==> config.mk <==
export PLATFORM = sky130hd
export DESIGN_NAME = fca_ctrl
export DESIGN_NICKNAME = d
export VERILOG_FILES = /design/src/sv/fca_pkg.sv /design/src/sv/fca_ctrl.sv
export SDC_FILE = /design/constraint.sdc
export NUM_CORES = 1
export LEC_CHECK = 0
export ABC_AREA = 1
export BUFFER_PORTS_ARGS = -buffer_cell sky130_fd_sc_hd__buf_2
export CORE_AREA = 3 3 40 42
export DETAILED_ROUTE_END_ITERATION = 8
export DIE_AREA = 0 0 43 45
export PLACE_DENSITY = 0.84
export SYNTH_ARGS = -nofsm -noshare
export SYNTH_HDL_FRONTEND = slang
export SYNTH_SLANG_ARGS = --single-unit
export TNS_END_PERCENT = 100
==> constraint.sdc <==
create_clock -name clk -period 1.78 [get_ports clk]
set_input_delay 0.356 -clock clk [delete_from_list [all_inputs] [get_ports clk]]
set_output_delay 0.356 -clock clk [all_outputs]
set_load 0.005 [all_outputs]
==> src/sv/fca_pkg.sv <==
package fca_pkg;

	// fixed field widths
	localparam int unsigned MODE_W = 2;
	localparam int unsigned IDX_W  = 10;
	localparam int unsigned VAL_W  = 32;
	localparam int unsigned CNT_W  = 11;
	localparam int unsigned STAT_W = 2;

	localparam logic [VAL_W-1:0] END_MARK    = '1;
	localparam logic [CNT_W-1:0] LEN_MAX     = '1;
	localparam logic [CNT_W-1:0] BLOCKS_RST  = 11'd1024;

	// item modes
	typedef enum logic [MODE_W-1:0] {
		MODE_LOAD  = 2'd0,
		MODE_ALLOC = 2'd1,
		MODE_CLOSE = 2'd2,
		MODE_READ  = 2'd3
	} mode_t;

	// result status codes
	typedef enum logic [STAT_W-1:0] {
		STAT_OK       = 2'd0,
		STAT_NO_SPACE = 2'd1,
		STAT_NO_CHAIN = 2'd2
	} status_t;

	// how an item finishes
	typedef enum logic [2:0] {
		FIN_LOAD  = 3'd0,
		FIN_READ  = 3'd1,
		FIN_CLOSE = 3'd2,
		FIN_ALLOC = 3'd3,
		FIN_FAIL  = 3'd4
	} fin_kind_t;

	// controller to datapath
	typedef struct packed {
		logic      clr_we;
		logic      take;
		logic      scan_init;
		logic      scan_run;
		logic      rd_issue;
		logic      fin;
		fin_kind_t fin_kind;
	} dp_cmd_t;

	// datapath to controller
	typedef struct packed {
		logic  clear_done;
		logic  out_free;
		logic  scan_hit;
		logic  scan_miss;
		mode_t mode;
	} dp_stat_t;

endpackage

==> src/sv/fca_ctrl.sv <==
module fca_ctrl (
	input  logic               clk,
	input  logic               arst_n,
	input  logic               in_valid,
	output logic               in_ready,
	input  fca_pkg::dp_stat_t  stat,
	output fca_pkg::dp_cmd_t   cmd
);

	import fca_pkg::*;

	typedef enum logic [6:0] {
		ST_CLEAR   = 7'b0000001,
		ST_IDLE    = 7'b0000010,
		ST_EXEC    = 7'b0000100,
		ST_RDWAIT  = 7'b0001000,
		ST_SCAN    = 7'b0010000,
		ST_ALLOC   = 7'b0100000,
		ST_FAIL    = 7'b1000000
	} state_t;

	state_t state_q;
	state_t state_d;

	// state register
	always_ff @(posedge clk or negedge arst_n) begin
		if (!arst_n) begin
			state_q <= ST_CLEAR;
		end else begin
			state_q <= state_d;
		end
	end

	// next state and datapath commands
	always_comb begin
		state_d      = state_q;
		cmd          = '0;
		cmd.fin_kind = FIN_LOAD;
		in_ready     = 1'b0;
		unique case (state_q)
			ST_CLEAR: begin
				cmd.clr_we = 1'b1;
				if (stat.clear_done) begin
					state_d = ST_IDLE;
				end
			end
			ST_IDLE: begin
				in_ready = 1'b1;
				if (in_valid) begin
					cmd.take = 1'b1;
					state_d  = ST_EXEC;
				end
			end
			ST_EXEC: begin
				unique case (stat.mode)
					MODE_LOAD: begin
						cmd.fin_kind = FIN_LOAD;
						if (stat.out_free) begin
							cmd.fin = 1'b1;
							state_d = ST_IDLE;
						end
					end
					MODE_CLOSE: begin
						cmd.fin_kind = FIN_CLOSE;
						if (stat.out_free) begin
							cmd.fin = 1'b1;
							state_d = ST_IDLE;
						end
					end
					MODE_READ: begin
						cmd.rd_issue = 1'b1;
						state_d      = ST_RDWAIT;
					end
					MODE_ALLOC: begin
						cmd.scan_init = 1'b1;
						state_d       = ST_SCAN;
					end
					default: begin
						state_d = ST_IDLE;
					end
				endcase
			end
			ST_RDWAIT: begin
				cmd.fin_kind = FIN_READ;
				if (stat.out_free) begin
					cmd.fin = 1'b1;
					state_d = ST_IDLE;
				end
			end
			ST_SCAN: begin
				cmd.scan_run = 1'b1;
				if (stat.scan_hit) begin
					state_d = ST_ALLOC;
				end else if (stat.scan_miss) begin
					state_d = ST_FAIL;
				end
			end
			ST_ALLOC: begin
				cmd.fin_kind = FIN_ALLOC;
				if (stat.out_free) begin
					cmd.fin = 1'b1;
					state_d = ST_IDLE;
				end
			end
			ST_FAIL: begin
				cmd.fin_kind = FIN_FAIL;
				if (stat.out_free) begin
					cmd.fin = 1'b1;
					state_d = ST_IDLE;
				end
			end
			default: begin
				state_d = ST_IDLE;
			end
		endcase
	end

endmodule

==> flow_metrics.env <==
export IMPL_max_freq_ghz=0.571
export IMPL_run_status="finished, final reports clean"
export IMPL_worst_endpoint_arrival_ns=1.39
export IMPL_synthMuxAreaShare=0
export IMPL_peakVddDrop_v=0.000535
export IMPL_uppermost_routed_layer="met4"
export IMPL_areaGrowthSynthToFinish_pct=32.2
export IMPL_fin_worst_hold_slack_ns=0.322
export IMPL_met2WireLength_um=746
export IMPL_p_int_mw=0.444
export IMPL_io_buffers=18
export IMPL_grt_setup_unrepaired="true"
export IMPL_drtAntennaViolNets=0
export IMPL_powerDensity_nw_per_um2=977
export IMPL_core_area_um2=1280
export IMPL_timing_slew_headroom=0.861
export IMPL_route_vias_total=673
export IMPL_h_tree_depth=1
export IMPL_hold_violations=0
export IMPL_ys_warnings_count=0
export IMPL_switching_power_mw=0.393
export IMPL_seq_area_frac_synth=0.272
export IMPL_critical_path_max_fanout=4
export IMPL_layout_cells_most_common="sky130_fd_sc_hd__nand2_1"
export IMPL_grt_max_degree=8
export IMPL_comb_power_share=0.553
export IMPL_worst_endpoint_required_ns=1.42
export IMPL_drt_iter0_markers=10
export IMPL_critical_path_endpoint_type="output port"
export IMPL_synth_adder_area_share=0
export IMPL_p_clk_frac=0.169
export IMPL_synth_seq_cells=7
export IMPL_io_pins=19
export IMPL_finalClockSkew_ns=0.00140
export IMPL_final_nets=135
export IMPL_main_combinational_cell_family_by_area_after_synthesis="simple AND/OR/NAND/NOR gates"
export IMPL_timing_setup_tns_ns=0
export IMPL_synth_distinct_cells=20
export IMPL_floorplan_initialDensity=0.504
export IMPL_antenna_cells_inserted=0
export IMPL_max_slew_worst_pin_slew_ns=0.206
export IMPL_cts_sink_count=7
export IMPL_layout_min_cycle_time_ns=1.75
export IMPL_synth_avg_cell_area_um2=6.68
export IMPL_via_per_inst=4.81
export IMPL_row_count=13
export IMPL_worst_setup_path_start_kind="flop"
export IMPL_dr_pass1_iters=4
export IMPL_dpl_hpwl_um=1150
export IMPL_clock_latency_ns=0.25
export IMPL_synth_compound_area_frac=0.0521
export IMPL_maxCapViolCount=0
export IMPL_yosys_area_share_simple=0.560
export IMPL_period_utilisation_layout=0.983
export IMPL_grt_pass1_vias=633
export IMPL_grt_antenna_before_repair=0
export IMPL_slew_violations=0
export IMPL_floorplan_die_width_um=43
export IMPL_grt_pass1_wl_um=2590
export IMPL_detail_route_drc_violations=0
export IMPL_max_flop_register="state_q"
export IMPL_worstSetupPathType="reg -> out"
export IMPL_route_met3_wl_um=73
export IMPL_clk_path_buf_depth=2
export IMPL_synth_cell_area_um2=648
export IMPL_mappedNetlistNets=106
export IMPL_post_route_cells_drive_above_1_share=0.472
export IMPL_clk_pin_slew_worst_paths_ns=0.05
export IMPL_fp_dieArea_um2=1940
export IMPL_synth_xor_xnor_area_share=0
export IMPL_cts_tree="yes"
export IMPL_mostFrequentLayoutCells="sky130_fd_sc_hd__nand2_1, sky130_fd_sc_hd__buf_2, sky130_fd_sc_hd__inv_1"
export IMPL_overflow=0
export IMPL_die_y_um=45
export IMPL_setup_violations=0
export IMPL_cts_root_buffer_cell="sky130_fd_sc_hd__clkbuf_4"
export IMPL_place_gp_congestion=0.841
export IMPL_drt_wirelength_per_cell_um=10.7
export IMPL_postSynthCellCount=97
export IMPL_fillers=111
export IMPL_gr_usage_all_layers=0.184
export IMPL_static_leakage_power_nw=0.480
export IMPL_power_switching_share=0.470
export IMPL_tritoncts_num_buffers=3
export IMPL_sequentialPowerShare=0.277
export IMPL_largest_register_ff_count=7
export IMPL_routed_wirelength_um=1500
export IMPL_hold_path_class="in -> reg"
export IMPL_top_flop_regs="state_q x7"
export IMPL_met1_length_um=635
[critical path, cell delays in order (launching register included)]
cell	delay, ns
sky130_fd_sc_hd__dfstp_2	0.56
sky130_fd_sc_hd__nor2_4	0.06
sky130_fd_sc_hd__nand2_4	0.10
sky130_fd_sc_hd__nor2_4	0.05
sky130_fd_sc_hd__nand2_1	0.05
sky130_fd_sc_hd__nand2_1	0.06
sky130_fd_sc_hd__nor2_2	0.11
sky130_fd_sc_hd__inv_1	0.04
sky130_fd_sc_hd__buf_2	0.11
[per-stage QoR]
stage | utilization | area [um^2] | setup WS [ns] | total power [mW] | cells
final | 0.667 | 857 | 0.0302 | 0.837 | 140
after CTS | 0.641 | 823 | 0.00757 | 0.823 | 137
after detailed placement | 0.589 | 757 | 0.240 | 0.662 | 130
after floorplan | - | 648 | 0.392 | 0.557 | 97
after global placement | 0.589 | 757 | 0.278 | 0.651 | 130
after global routing | 0.667 | 857 | -0.0569 | 0.906 | 140
[Yosys cell counts (all sizes together)]
cell type	instances	area (um^2)
and3	1	6.26
nor3	1	5.00
dfstp	1	26.3
inv	20	75.1
o22ai	1	6.26
a21oi	2	13.8
nor2	26	164
dfrtp	6	150
o41ai	1	8.76
nand2	28	133
nand3	9	55.1
o21ai	1	5.00
[power by group through the flow]
stage	logic, mW	clock network [mW]	registers, mW
floorplan	0.332	0	0.225
global placement	0.424	0	0.227
detailed placement	0.432	0	0.230
CTS	0.448	0.148	0.227
global route	0.512	0.157	0.237
finish	0.463	0.142	0.232
[cell type report]
cell class              instances  area, um^2  share of cell area
clock buffers                   4        26.3              0.0307
inverters                      20        75.1              0.0876
multi-input cells              70         419               0.489
flip-flops and latches          7         180               0.210
well taps                      15        18.8              0.0219
repair buffers                 24         138               0.161
[worst paths after layout]
kind / startpoint / end / slack, ns / depth (start not counted)
hold / removal: stat[2] / state_q[4] / 0.32 / 2
hold reg to reg: state_q[3] / state_q[3] / 0.61 / 2
max in group asynchronous: arst_n / state_q[0] / 1.09 / 2
setup reg to reg: state_q[6] / state_q[1] / 0.42 / 9
min in group asynchronous: arst_n / state_q[4] / 0.46 / 2
setup / recovery: state_q[0] / cmd[3] / 0.03 / 8
[metal layers]
metal	up-vias	track usage
met2	19	0.326
met1	301	0.205
met4	0	0.127
li1	348	-
met5	-	0
met3	5	0.0239
[cells by family (layout without fill, tap and decap cells)]
family / after synthesis / after routing
flip-flops: 7 / 7
AND/OR/NAND/NOR: 65 / 65
AO/OA/AOI/OAI: 5 / 5
buffers and inverters: 20 / 48
[timing repair]
item	in CTS	in global routing
endpoints found under the hold margin	6	0
pin swaps	0	4
hold buffers	1	0
setup endpoints to repair	4	6
resized for setup	3	5
buffers inserted	2	3
(Power assumes the default switching activity.)
